$ cat src/rtl/psdrc_pkg.sv
// ----------------------------------------------------------------------------
// psdrc_pkg
// Shared types and constants of the per-source drain rate controller.
// ----------------------------------------------------------------------------
package psdrc_pkg;

  localparam int MaxSources = 16;
  localparam int SlotW      = 4;
  localparam int LevelW     = 24;
  localparam int DurW       = 16;
  localparam int RatioW     = 18;
  localparam int FactorW    = 16;
  localparam int DivW       = 41;
  localparam int AddrW      = 5;

  localparam logic [1:0] OP_SAMPLE = 2'd0;
  localparam logic [1:0] OP_STALE  = 2'd1;
  localparam logic [1:0] OP_REMOVE = 2'd2;

  localparam logic [2:0] REG_ENABLE    = 3'd0;
  localparam logic [2:0] REG_SMOOTHING = 3'd1;
  localparam logic [2:0] REG_TARGET    = 3'd2;
  localparam logic [2:0] REG_TOLERANCE = 3'd3;
  localparam logic [2:0] REG_SPEEDUP   = 3'd4;

  localparam logic [RatioW-1:0] ONE_Q16       = 18'd65536;
  localparam logic [RatioW-1:0] RATIO_DEADBAND = 18'd6;
  localparam logic [DivW-1:0]   MIN_TARGET_BLK = 41'd131072;
  localparam logic [DivW-1:0]   MIN_TOL_BLK    = 41'd65536;
  localparam logic [DurW-1:0]   PERCENT_DIV    = 16'd100;

  typedef enum logic [1:0] {
    KIND_SAMPLE,
    KIND_STALE,
    KIND_REMOVE
  } kind_t;

  typedef struct packed {
    kind_t             kind;
    logic [SlotW-1:0]  slot;
    logic [LevelW-1:0] backlog;
    logic [DurW-1:0]   dur;
  } item_t;

endpackage

$ cat src/rtl/per_source_drain_rate_controller.sv
// ----------------------------------------------------------------------------
// per_source_drain_rate_controller
// Per-slot smoothed backlog and drain ratio commands.
// ----------------------------------------------------------------------------
// channel  | handshake          | beat
// in       | in_valid/in_stall  | opcode, source_slot, backlog, block_duration
// out      | out_valid/out_stall| cmd_slot, drain_ratio, smoothed_backlog
// cfg      | APB psel/penable   | paddr, pwdata, prdata
//
// A sample runs the multiply and sum steps, then up to four passes of the shared
// divider (level, target, tolerance, percent); the percent pass only above the band.
// Stale and remove items just clear valid bits. A two-beat queue sits in front.
// Reset is synchronous; slot valid bits clear at once.
// A stalled result blocks the back only when another result is ready.
// ----------------------------------------------------------------------------
module per_source_drain_rate_controller
  import psdrc_pkg::*;
(
  input  logic              clk,
  input  logic              rst,
  input  logic              in_valid,
  output logic              in_stall,
  input  logic [1:0]        opcode,
  input  logic [SlotW-1:0]  source_slot,
  input  logic [LevelW-1:0] backlog,
  input  logic [DurW-1:0]   block_duration,
  output logic              out_valid,
  input  logic              out_stall,
  output logic [SlotW-1:0]  cmd_slot,
  output logic [RatioW-1:0] drain_ratio,
  output logic [LevelW-1:0] smoothed_backlog,
  input  logic              psel,
  input  logic              penable,
  input  logic              pwrite,
  input  logic [AddrW-1:0]  paddr,
  input  logic [31:0]       pwdata,
  output logic [31:0]       prdata,
  output logic              pready
);

  logic               enable;
  logic [FactorW-1:0] smoothing_factor;
  logic [LevelW-1:0]  target_level;
  logic [LevelW-1:0]  tolerance_level;
  logic [RatioW-1:0]  max_speedup;
  logic               push;
  item_t              push_item;
  item_t              head;
  logic               empty;
  logic               full;
  logic               pop;

  assign pready   = 1'b1;
  assign in_stall = full;

  always_ff @(posedge clk) begin
    if (rst) begin
      enable           <= 1'b1;
      smoothing_factor <= 16'd58982;
      target_level     <= 24'd10240;
      tolerance_level  <= 24'd5120;
      max_speedup      <= 18'd78643;
    end else if (psel && penable && pwrite) begin
      unique case (paddr[4:2])
        REG_ENABLE:    enable           <= pwdata[0];
        REG_SMOOTHING: smoothing_factor <= pwdata[FactorW-1:0];
        REG_TARGET:    target_level     <= pwdata[LevelW-1:0];
        REG_TOLERANCE: tolerance_level  <= pwdata[LevelW-1:0];
        REG_SPEEDUP:   max_speedup      <= pwdata[RatioW-1:0];
        default: ;
      endcase
    end
  end

  always_comb begin
    unique case (paddr[4:2])
      REG_ENABLE:    prdata = {31'h0, enable};
      REG_SMOOTHING: prdata = {16'h0, smoothing_factor};
      REG_TARGET:    prdata = {8'h0, target_level};
      REG_TOLERANCE: prdata = {8'h0, tolerance_level};
      REG_SPEEDUP:   prdata = {14'h0, max_speedup};
      default:       prdata = 32'h0;
    endcase
  end

  psdrc_front u_front (
    .enable         (enable),
    .in_valid       (in_valid),
    .opcode         (opcode),
    .source_slot    (source_slot),
    .backlog        (backlog),
    .block_duration (block_duration),
    .q_full         (full),
    .push           (push),
    .push_item      (push_item)
  );

  psdrc_fifo u_fifo (
    .clk       (clk),
    .rst       (rst),
    .push      (push),
    .push_item (push_item),
    .pop       (pop),
    .head      (head),
    .empty     (empty),
    .full      (full)
  );

  psdrc_back u_back (
    .clk              (clk),
    .rst              (rst),
    .smoothing_factor (smoothing_factor),
    .target_level     (target_level),
    .tolerance_level  (tolerance_level),
    .max_speedup      (max_speedup),
    .head             (head),
    .empty            (empty),
    .pop              (pop),
    .out_valid        (out_valid),
    .out_stall        (out_stall),
    .cmd_slot         (cmd_slot),
    .drain_ratio      (drain_ratio),
    .smoothed_backlog (smoothed_backlog)
  );

endmodule

$ cat src/rtl/psdrc_front.sv
// ----------------------------------------------------------------------------
// psdrc_front
// Takes input beats, drops those with no effect and queues the rest.
// ----------------------------------------------------------------------------
module psdrc_front
  import psdrc_pkg::*;
(
  input  logic              enable,
  input  logic              in_valid,
  input  logic [1:0]        opcode,
  input  logic [SlotW-1:0]  source_slot,
  input  logic [LevelW-1:0] backlog,
  input  logic [DurW-1:0]   block_duration,
  input  logic              q_full,
  output logic              push,
  output item_t             push_item
);

  logic keep;

  always_comb begin
    keep = 1'b0;
    push_item.kind = KIND_SAMPLE;
    unique case (opcode)
      OP_SAMPLE: begin
        keep = enable && (block_duration != '0);
      end
      OP_STALE: begin
        keep = 1'b1;
        push_item.kind = KIND_STALE;
      end
      OP_REMOVE: begin
        keep = 1'b1;
        push_item.kind = KIND_REMOVE;
      end
      default: keep = 1'b0;
    endcase
    push_item.slot    = source_slot;
    push_item.backlog = backlog;
    push_item.dur     = block_duration;
  end

  assign push = in_valid && !q_full && keep;

endmodule

$ cat src/rtl/psdrc_fifo.sv
// ----------------------------------------------------------------------------
// psdrc_fifo
// Two-entry queue between the front and the back.
// ----------------------------------------------------------------------------
module psdrc_fifo
  import psdrc_pkg::*;
(
  input  logic  clk,
  input  logic  rst,
  input  logic  push,
  input  item_t push_item,
  input  logic  pop,
  output item_t head,
  output logic  empty,
  output logic  full
);

  item_t       mem [2];
  logic        wr_ptr;
  logic        rd_ptr;
  logic [1:0]  count;

  assign empty = (count == 2'd0);
  assign full  = (count == 2'd2);
  assign head  = mem[rd_ptr];

  always_ff @(posedge clk) begin
    if (push) begin
      mem[wr_ptr] <= push_item;
    end
    if (rst) begin
      wr_ptr <= 1'b0;
      rd_ptr <= 1'b0;
      count  <= 2'd0;
    end else begin
      if (push) wr_ptr <= !wr_ptr;
      if (pop)  rd_ptr <= !rd_ptr;
      count <= count + {1'b0, push} - {1'b0, pop};
    end
  end

endmodule

$ cat src/rtl/psdrc_div.sv
// ----------------------------------------------------------------------------
// psdrc_div
// Restoring divider, one quotient bit per cycle.
// ----------------------------------------------------------------------------
module psdrc_div
  import psdrc_pkg::*;
(
  input  logic            clk,
  input  logic            rst,
  input  logic            start,
  input  logic [DivW-1:0] dividend,
  input  logic [DurW-1:0] divisor,
  output logic            done,
  output logic [DivW-1:0] quotient
);

  logic [DurW-1:0] dsr;
  logic [DurW-1:0] rem;
  logic [DivW-1:0] quo;
  logic [5:0]      cnt;
  logic            busy;
  logic [DurW:0]   trial;
  logic            fits;

  assign trial    = {rem, quo[DivW-1]};
  assign fits     = trial >= {1'b0, dsr};
  assign quotient = quo;

  always_ff @(posedge clk) begin
    if (rst) begin
      busy <= 1'b0;
      done <= 1'b0;
      cnt  <= '0;
    end else begin
      done <= 1'b0;
      if (start) begin
        busy <= 1'b1;
        cnt  <= '0;
        dsr  <= divisor;
        rem  <= '0;
        quo  <= dividend;
      end else if (busy) begin
        rem <= fits ? DurW'(trial - {1'b0, dsr}) : trial[DurW-1:0];
        quo <= {quo[DivW-2:0], fits};
        cnt <= cnt + 6'd1;
        if (cnt == 6'(DivW - 1)) begin
          busy <= 1'b0;
          done <= 1'b1;
        end
      end
    end
  end

endmodule

$ cat src/rtl/psdrc_back.sv
// ----------------------------------------------------------------------------
// psdrc_back
// Runs queued items: slot table, smoothing, block conversion, ratio, output.
// ----------------------------------------------------------------------------
module psdrc_back
  import psdrc_pkg::*;
(
  input  logic               clk,
  input  logic               rst,
  input  logic [FactorW-1:0] smoothing_factor,
  input  logic [LevelW-1:0]  target_level,
  input  logic [LevelW-1:0]  tolerance_level,
  input  logic [RatioW-1:0]  max_speedup,
  input  item_t              head,
  input  logic               empty,
  output logic               pop,
  output logic               out_valid,
  input  logic               out_stall,
  output logic [SlotW-1:0]   cmd_slot,
  output logic [RatioW-1:0]  drain_ratio,
  output logic [LevelW-1:0]  smoothed_backlog
);

  typedef enum logic [3:0] {
    S_IDLE, S_MUL1, S_MUL2, S_SUM, S_DIV_S, S_DIV_T, S_DIV_L,
    S_BAND, S_DIV_R, S_CAP, S_DECIDE, S_EMIT
  } state_t;

  state_t             state;
  logic               smooth_valid [MaxSources];
  logic               ratio_valid  [MaxSources];
  logic [LevelW-1:0]  smoothed_level [MaxSources];
  logic [RatioW-1:0]  last_ratio [MaxSources];

  logic [SlotW-1:0]   slot;
  logic [LevelW-1:0]  smp;
  logic [LevelW-1:0]  prev;
  logic [DurW-1:0]    dur;
  logic [39:0]        prod1;
  logic [40:0]        prod2;
  logic [LevelW-1:0]  smoothed;
  logic [DivW-1:0]    blocks;
  logic [DivW-1:0]    tb;
  logic [DivW-1:0]    band;
  logic [RatioW-1:0]  ratio;
  logic               div_start;
  logic [DivW-1:0]    div_dividend;
  logic [DurW-1:0]    div_divisor;
  logic               div_done;
  logic [DivW-1:0]    div_q;
  logic [DivW+1:0]    raised;
  logic [RatioW-1:0]  base_ratio;
  logic [RatioW-1:0]  diff;
  logic [DivW-1:0]    lb_c;

  psdrc_div u_div (
    .clk      (clk),
    .rst      (rst),
    .start    (div_start),
    .dividend (div_dividend),
    .divisor  (div_divisor),
    .done     (div_done),
    .quotient (div_q)
  );

  assign pop        = (state == S_IDLE) && !empty;
  assign raised     = {2'b0, div_q} + 43'(ONE_Q16);
  assign base_ratio = ratio_valid[slot] ? last_ratio[slot] : ONE_Q16;
  assign diff       = (ratio > base_ratio) ? ratio - base_ratio : base_ratio - ratio;
  assign lb_c       = (div_q < MIN_TOL_BLK) ? MIN_TOL_BLK : div_q;

  always_ff @(posedge clk) begin
    if (rst) begin
      state     <= S_IDLE;
      out_valid <= 1'b0;
      div_start <= 1'b0;
      for (int i = 0; i < MaxSources; i++) begin
        smooth_valid[i] <= 1'b0;
        ratio_valid[i]  <= 1'b0;
      end
    end else begin
      div_start <= 1'b0;
      if (out_valid && !out_stall) out_valid <= 1'b0;
      unique case (state)
        S_IDLE: begin
          if (!empty) begin
            slot <= head.slot;
            smp  <= head.backlog;
            dur  <= head.dur;
            prev <= smooth_valid[head.slot] ? smoothed_level[head.slot] : head.backlog;
            case (head.kind)
              KIND_STALE: smooth_valid[head.slot] <= 1'b0;
              KIND_REMOVE: begin
                smooth_valid[head.slot] <= 1'b0;
                ratio_valid[head.slot]  <= 1'b0;
              end
              default: state <= S_MUL1;
            endcase
          end
        end
        S_MUL1: begin
          prod1 <= prev * smoothing_factor;
          state <= S_MUL2;
        end
        S_MUL2: begin
          prod2 <= smp * (17'h10000 - {1'b0, smoothing_factor});
          state <= S_SUM;
        end
        S_SUM: begin
          smoothed             <= LevelW'(({1'b0, prod1} + prod2) >> 16);
          smoothed_level[slot] <= LevelW'(({1'b0, prod1} + prod2) >> 16);
          smooth_valid[slot]   <= 1'b1;
          div_dividend <= {1'b0, LevelW'(({1'b0, prod1} + prod2) >> 16), 16'h0};
          div_divisor  <= dur;
          div_start    <= 1'b1;
          state        <= S_DIV_S;
        end
        S_DIV_S: begin
          if (div_done) begin
            blocks       <= div_q;
            div_dividend <= {1'b0, target_level, 16'h0};
            div_start    <= 1'b1;
            state        <= S_DIV_T;
          end
        end
        S_DIV_T: begin
          if (div_done) begin
            tb           <= (div_q < MIN_TARGET_BLK) ? MIN_TARGET_BLK : div_q;
            div_dividend <= {1'b0, tolerance_level, 16'h0};
            div_start    <= 1'b1;
            state        <= S_DIV_L;
          end
        end
        S_DIV_L: begin
          if (div_done) begin
            band  <= tb + lb_c;
            state <= S_BAND;
          end
        end
        S_BAND: begin
          if (blocks <= band) begin
            ratio <= ONE_Q16;
            state <= S_DECIDE;
          end else begin
            div_dividend <= blocks - band;
            div_divisor  <= PERCENT_DIV;
            div_start    <= 1'b1;
            state        <= S_DIV_R;
          end
        end
        S_DIV_R: begin
          if (div_done) state <= S_CAP;
        end
        S_CAP: begin
          ratio <= (raised > {25'h0, max_speedup}) ? max_speedup : raised[RatioW-1:0];
          state <= S_DECIDE;
        end
        S_DECIDE: begin
          state <= (diff > RATIO_DEADBAND) ? S_EMIT : S_IDLE;
        end
        S_EMIT: begin
          if (!out_valid || !out_stall) begin
            last_ratio[slot]  <= ratio;
            ratio_valid[slot] <= 1'b1;
            out_valid         <= 1'b1;
            cmd_slot          <= slot;
            drain_ratio       <= ratio;
            smoothed_backlog  <= smoothed;
            state             <= S_IDLE;
          end
        end
        default: state <= S_IDLE;
      endcase
    end
  end

endmodule
$ cat config.mk
export PLATFORM = sky130hd
export DESIGN_NAME = per_source_drain_rate_controller
export DESIGN_NICKNAME = d
export VERILOG_FILES = /design/src/rtl/psdrc_pkg.sv /design/src/rtl/per_source_drain_rate_controller.sv /design/src/rtl/psdrc_front.sv /design/src/rtl/psdrc_fifo.sv /design/src/rtl/psdrc_div.sv /design/src/rtl/psdrc_back.sv
export SDC_FILE = /design/constraint.sdc
export NUM_CORES = 2
export LEC_CHECK = 0
export ABC_CLOCK_PERIOD_IN_PS = 11900
export BUFFER_PORTS_ARGS = -buffer_cell sky130_fd_sc_hd__buf_4
export CAP_MARGIN = 20
export CELL_PAD_IN_SITES_DETAIL_PLACEMENT = 1
export CELL_PAD_IN_SITES_GLOBAL_PLACEMENT = 2
export CORE_ASPECT_RATIO = 1.1
export CORE_MARGIN = 3
export CORE_UTILIZATION = 40
export DETAILED_ROUTE_END_ITERATION = 8
export GPL_ROUTABILITY_DRIVEN = 0
export PLACE_DENSITY = 0.83
export RECOVER_POWER = 25
export REMOVE_ABC_BUFFERS = 1
export SYNTH_ARGS = -nofsm -noshare
export SYNTH_HDL_FRONTEND = slang
export SYNTH_SLANG_ARGS = --single-unit
$ cat constraint.sdc
create_clock -name clk -period 11.9 [get_ports clk]
set_clock_uncertainty 0.15 [all_clocks]
set_input_delay 1.785 -clock clk [delete_from_list [all_inputs] [get_ports clk]]
set_output_delay 1.785 -clock clk [all_outputs]
set_load 0.01 [all_outputs]
* Word-level counts from Yosys, hierarchy flattened
Memory sizes are Yosys's and may differ from the RTL's. A register that Yosys moved wholly into a read port is not among the register bits. Cells that the tools add are included.
Word-level totals: bits in registers 590, latch bits 0, memory bits (writable) 796, memory bits (read-only) 0, bits of input ports 90, output and inout port bits 81, word-level logic and storage cells 221, memories kept 5
Operators by class: add/sub/neg operators 11, $mul 2, divide/modulo/power cells 0, order comparisons 7, equal/unequal tests 30, shift operators 0, multiplexer cells 78, bitwise gates (word level) 4, reduce and logical (&&, ||, !) cells 51
Memories:
- u_back.smoothed_level | words 16, bits a word 24, rd ports 1, clocked after memory_dff 0, write ports 1, line psdrc_back.sv:32 | logic [LevelW-1:0] smoothed_level [MaxSources];
- u_back.last_ratio | words 16, bits a word 18, rd ports 1, clocked after memory_dff 1, write ports 1, line psdrc_back.sv:33 | logic [RatioW-1:0] last_ratio [MaxSources];
- u_fifo.mem | words 2, bits a word 46, rd ports 1, clocked after memory_dff 1, write ports 1, line psdrc_fifo.sv:18 | item_t mem [2];
- u_back.ratio_valid | words 16, bits a word 1, rd ports 1, clocked after memory_dff 1, write ports 16, line psdrc_back.sv:31 | logic ratio_valid [MaxSources];
- u_back.smooth_valid | words 16, bits a word 1, rd ports 1, clocked after memory_dff 0, write ports 16, line psdrc_back.sv:30 | logic smooth_valid [MaxSources];
Operators with widths (number):
- two-way mux 41 bit | 6
- case mux 41 bit (4 select lines) | 1
- case mux 24 bit (5 select lines) | 1
- two-way mux 18 bit | 4
- two-way mux 4 bit | 14
- two-way mux 16 bit | 3
- case mux 4 bit (12 select lines) | 1
- greater-than comparator 43 x 18 -> 1 bit | 1
- adder 41 x 17 -> 42 bit (second input constant) | 1
- adder 41 bit | 1
- less-or-equal comparator 41 bit | 1
- < comparator 41 x 17 -> 1 bit (second input constant) | 1
- < comparator 41 x 18 -> 1 bit (second input constant) | 1
- multiplier 24 x 41 -> 40 bit | 1
- two-way mux 1 bit | 41
- subtractor 41 bit | 1
- adder 40 bit | 1
- multiplier 24 x 16 -> 40 bit | 1
- case mux 18 bit (2 select lines) | 1
- subtractor 18 bit | 2
- case mux 16 bit (2 select lines) | 1
- two-way mux 24 bit | 1
- AND reduction 3 bit | 7
- AND reduction 2 bit | 10
- other kinds (40) | 80

* Logic depth before layout (Yosys ltp)
depth after elaboration 10, depth in mapped cells 35, mapped depth without buffers 32

* By module
A second synthesis with hierarchy kept.
Second synthesis, totals: cell total of the unflattened synthesis 7171, area, all modules 88580.0 sq um
By module, submodules not included:
- psdrc_back | times used 1, cells each 6151, area each 76050.4 sq um, seq. area each 33832.4 sq um
- psdrc_div | times used 1, cells each 344, area each 4254.1 sq um, seq. area each 2352.3 sq um
- per_source_drain_rate_controller | times used 1, cells each 453, area each 4095.2 sq um, seq. area each 1661.6 sq um
- psdrc_fifo | times used 1, cells each 164, area each 3738.6 sq um, seq. area each 2862.7 sq um
- psdrc_front | times used 1, cells each 59, area each 441.7 sq um, seq. area each 0.0 sq um

* Least setup slack after synthesis
Ideal clock, no wire load.
path kind register -> register, from register smoothing_factor[5], to register u_back.prod2[39], data pin, library setup time 0.260 ns, arrival 7.805 ns, required time 11.490 ns, slack 3.685 ns, stages on the path, launching flop included 34, path buffers 2, clock period less this slack 8.215 ns, cells stage by stage dfxtp_1 clkbuf_1 or4_1 nor4_1 nand3b_1 nor3_1 xnor2_1 clkbuf_1 and2_1 fa_1 inv_1 fa_1 fa_1 inv_1 fa_1 inv_1 fa_1 inv_1 fa_1 inv_1 fa_1 inv_1 ha_1 a21o_1 a21o_1 a21oi_1 o21ai_0 a21oi_1 o211a_1 o21bai_1 o211ai_1 a31o_2 a21oi_1 xnor2_1
Between the ends: cells in the longest elaborated chain, start to end 2
Ends and longest elaborated chain:
- start, declared | line per_source_drain_rate_controller.sv:42 | logic [FactorW-1:0] smoothing_factor;
- start signal, assigned | line per_source_drain_rate_controller.sv:66 | REG_SMOOTHING: smoothing_factor <= pwdata[FactorW-1:0];
- subtractor 17 x 16 -> 18 bit | line psdrc_back.sv:106 | prod2 <= smp * (17'h10000 - {1'b0, smoothing_factor});
- multiplier 24 x 41 -> 40 bit | line psdrc_back.sv:106
- end signal, assigned | line psdrc_back.sv:106
- end, declared | line psdrc_back.sv:40 | logic [40:0] prod2;
Every way passes these cells. A chain may end at the register's enable or synchronous reset.

* Worst setup path after layout
from register smoothing_factor[2], to register u_back.prod2[39], data pin
Same word-level chain as after synthesis.

==> results.cfg <==
[clock_tree]
hold_buffers = 0
cts_tree = yes
cts_setup_buffers = 0
worstSkewPairLatency_ps = 830
cts_buffer_depth = 3
h-tree-depth = 4
ctsResizeCount = 0
cts_sinks = 1391
path_clk_slew_ps = 60
clk_root_buffer_cell = clkbuf_16
cts_made_buffers = 153

[routing]
drc_errors = 0
dr.pass1.iters = 5
post_drt_wl_per_cell_um = 25.1
drt_iter0_drc = 4521
vias = 60500
wl_mm = 272
viasPerCell = 5.59
drtAntennaViolNets = 0

[placement]
port_buffers = 151
placed_cells = 10500
dpl.hpwl_mm = 190
post-place-ws_ps = 1380

[floorplanning]
die_y_um = 499
core_region_area_um2 = 219000
die_area_um2 = 227000
die_w_um = 454
start_util_pct = 40.3
ioPinCount = 171
num_rows = 180

[setup_path]
path_buf_inv = 6
slowest_delay_ps = 850
cp.depth = 31
worstSetupStartpointType = register
worst-r2r-cell-count = 31
worstPathArrival_ps = 10840
cp_top_family = adder cells
worst_path_max_delay_cell = or4_1
endpoint_kind = register
critPathKind = reg -> reg
cp_common_cell = fa_1
critPathRequiredTime_ps = 12290
crit_fanout = 24

[outcome]
violations = capacitance limit, slew limit
status = finished, violations left

[layout]
layoutNonFillerInstCount = 10800
fill_cells = 23300
area_growth_pct = 11.3
final_nets = 8978
multiInputGateArea_um2 = 43300
seq_area_um2 = 40700
drive_gt1_share_pct = 9.63

[global_routing]
grt_remaining_overflow = 0
grt_max_degree = 146
track_usage_pct = 24.0
antenna_found_initial = 5
grt_pass1_vias = 65800
grt_pass1_wl_mm = 412

[sta]
setup_viol = 0
fmax_mhz = 95.7
fin_ws_ps = 1450
grt_setup_unrepaired = no
setup_tns_ps = 0
max_slew_margin_pct = -150
tightest_slew_ps = 3750
layout_worst_path_cycle_share_pct = 87.8
hold_ws_ps = 267
period_needed_ps = 10450
maxSlewViolCount = 262
hold_violations = 0

[yosys]
synthArstFlopShare_pct = 0
ys.flop_type = edfxtp_1
syn-cell-area_um2 = 88300
synth_seq_cells = 1391
synth_sequential_area_ratio_pct = 46.1
syn_avg_cell_area_um2 = 11.4
syn_inst = 7742
yosys.cell_types.count = 98
yosys_warnings = 0
synth_edf_count = 1285

[min_path]
hp-class = reg -> reg
hold_depth = 0

[run]
maxCapViolCount = 6
cells by family after synthesis:
logic type	after synthesis	synth area share, %
AND/OR/NAND/NOR	2441	12.9
flip-flops	1391	46.1
buffers and inverters	1316	5.65
adder cells (fa/ha/maj)	1112	21.2
AO/OA/AOI/OAI	1013	7.88
multiplexers	258	4.19
XOR/XNOR	209	2.07
other	2	0.00850
area by class of cell:
cell class              count  area share, %
inverters                 887           3.39
clock inverters           105           1.19
clock buffers             175           4.06
repair buffers            301           2.19
diodes                      3        0.00763
multi-input cells        5042           44.0
well taps                2912           3.71
flip-flops and latches   1391           41.4
worst register-to-register path, delay by kind of cell, from the launching register on:
| family | cells | cell delay, ps |
|---|---|---|
| AO/OA/AOI/OAI | 10 | 2240 |
| XOR/XNOR | 2 | 460 |
| adder cells (fa/ha/maj) | 8 | 3830 |
| buffers and inverters | 6 | 300 |
| flip-flops | 1 | 330 |
| AND/OR/NAND/NOR | 5 | 2850 |
sequential cells by signal (all words and copies together), names as in the netlist, 41 cells and up, named ones only:
signal and flops:
u_back.tb 41, u_back.band 41, u_back.div_dividend 41, u_back.smoothed_level 384
u_back.blocks 41, u_fifo.mem 92, u_back.last_ratio 288, u_back.u_div.quotient 41
layout by cell type, fill, tap and decap left out, drive strengths merged, types with 72 or more instances in the layout:
| cell | synthesis | layout |
|---|---|---|
| and3 | 105 | 105 |
| fa | 638 | 638 |
| a21oi | 277 | 277 |
| xnor2 | 139 | 139 |
| buf | 76 | 231 |
| mux2i | 78 | 78 |
| and2 | 384 | 384 |
| mux2 | 101 | 101 |
| mux4 | 79 | 79 |
| clkinv | 1 | 72 |
| edfxtp | 1285 | 1285 |
| inv | 886 | 893 |
| nor3 | 93 | 93 |
| nand2 | 1197 | 1197 |
| o21ai | 151 | 151 |
| ha | 474 | 474 |
| a311oi | 106 | 106 |
| a21o | 110 | 110 |
| dfxtp | 106 | 106 |
| nand3 | 103 | 103 |
| clkbuf | 353 | 245 |
| nor2 | 285 | 285 |
final timing paths:
check / slack, ps / to / from
max: 1450 / u_back.prod2[39]$_DFFE_PP_ / smoothing_factor[2]$_SDFFE_PP1P_
min: 270 / u_back.u_div.dsr[1]$_DFFE_PP_ / u_back.div_divisor[1]$_SDFFCE_PP0P_
max reg2reg: 1450 / u_back.prod2[39]$_DFFE_PP_ / smoothing_factor[2]$_SDFFE_PP1P_
min reg2reg: 270 / u_back.u_div.dsr[1]$_DFFE_PP_ / u_back.div_divisor[1]$_SDFFCE_PP0P_
Yosys cell counts, types with 16 or more instances:
library cell | n | share of area [%]
edfxtp_1 | 1285 | 44
nand2_1 | 1197 | 5.1
inv_1 | 885 | 3.8
fa_1 | 638 | 14
ha_1 | 474 | 6.7
and2_1 | 382 | 2.7
clkbuf_1 | 353 | 1.5
nor2_1 | 283 | 1.2
a21oi_1 | 274 | 1.6
xnor2_1 | 139 | 1.4
o21ai_0 | 122 | 0.69
a21o_1 | 110 | 0.93
a311oi_1 | 106 | 1.1
dfxtp_1 | 106 | 2.4
and3_1 | 104 | 0.74
nand3_1 | 103 | 0.58
mux2_2 | 101 | 1.3
nor3_1 | 93 | 0.53
mux4_2 | 79 | 2.0
mux2i_1 | 78 | 0.88
xor2_1 | 70 | 0.69
nor2b_1 | 68 | 0.48
buf_1 | 51 | 0.22
nand2b_1 | 47 | 0.33
o21bai_1 | 43 | 0.37
nand4_1 | 34 | 0.24
o211ai_1 | 34 | 0.29
o31ai_1 | 32 | 0.27
o21a_1 | 31 | 0.26
nor4_1 | 29 | 0.21
a22o_1 | 26 | 0.26
nand3b_1 | 26 | 0.22
o21ai_1 | 25 | 0.14
a211oi_1 | 24 | 0.20
a221o_1 | 22 | 0.25
a31oi_1 | 22 | 0.16
a211o_1 | 18 | 0.18
or3_1 | 18 | 0.13
buf_2 | 16 | 0.091
through the flow:
stage,area [µm²],util (%)
after floorplan,86700,-
after global placement,93200,42.5
after detailed placement,93300,42.6
after CTS,98400,44.9
after global routing,98300,44.9
final,98300,44.9
routing by layer:
layer | global-route usage, % | wire length [µm] | part of all wire [%]
met5 | 0 | 0 | 0
met3 | 2.92 | 14500 | 5.3
met2 | 41.1 | 135000 | 50
met4 | 9.26 | 11300 | 4.2
met1 | 30.9 | 111000 | 41
Power is not shown: default switching activity piles up to over one toggle a cycle in this logic, so the estimate is an artifact.
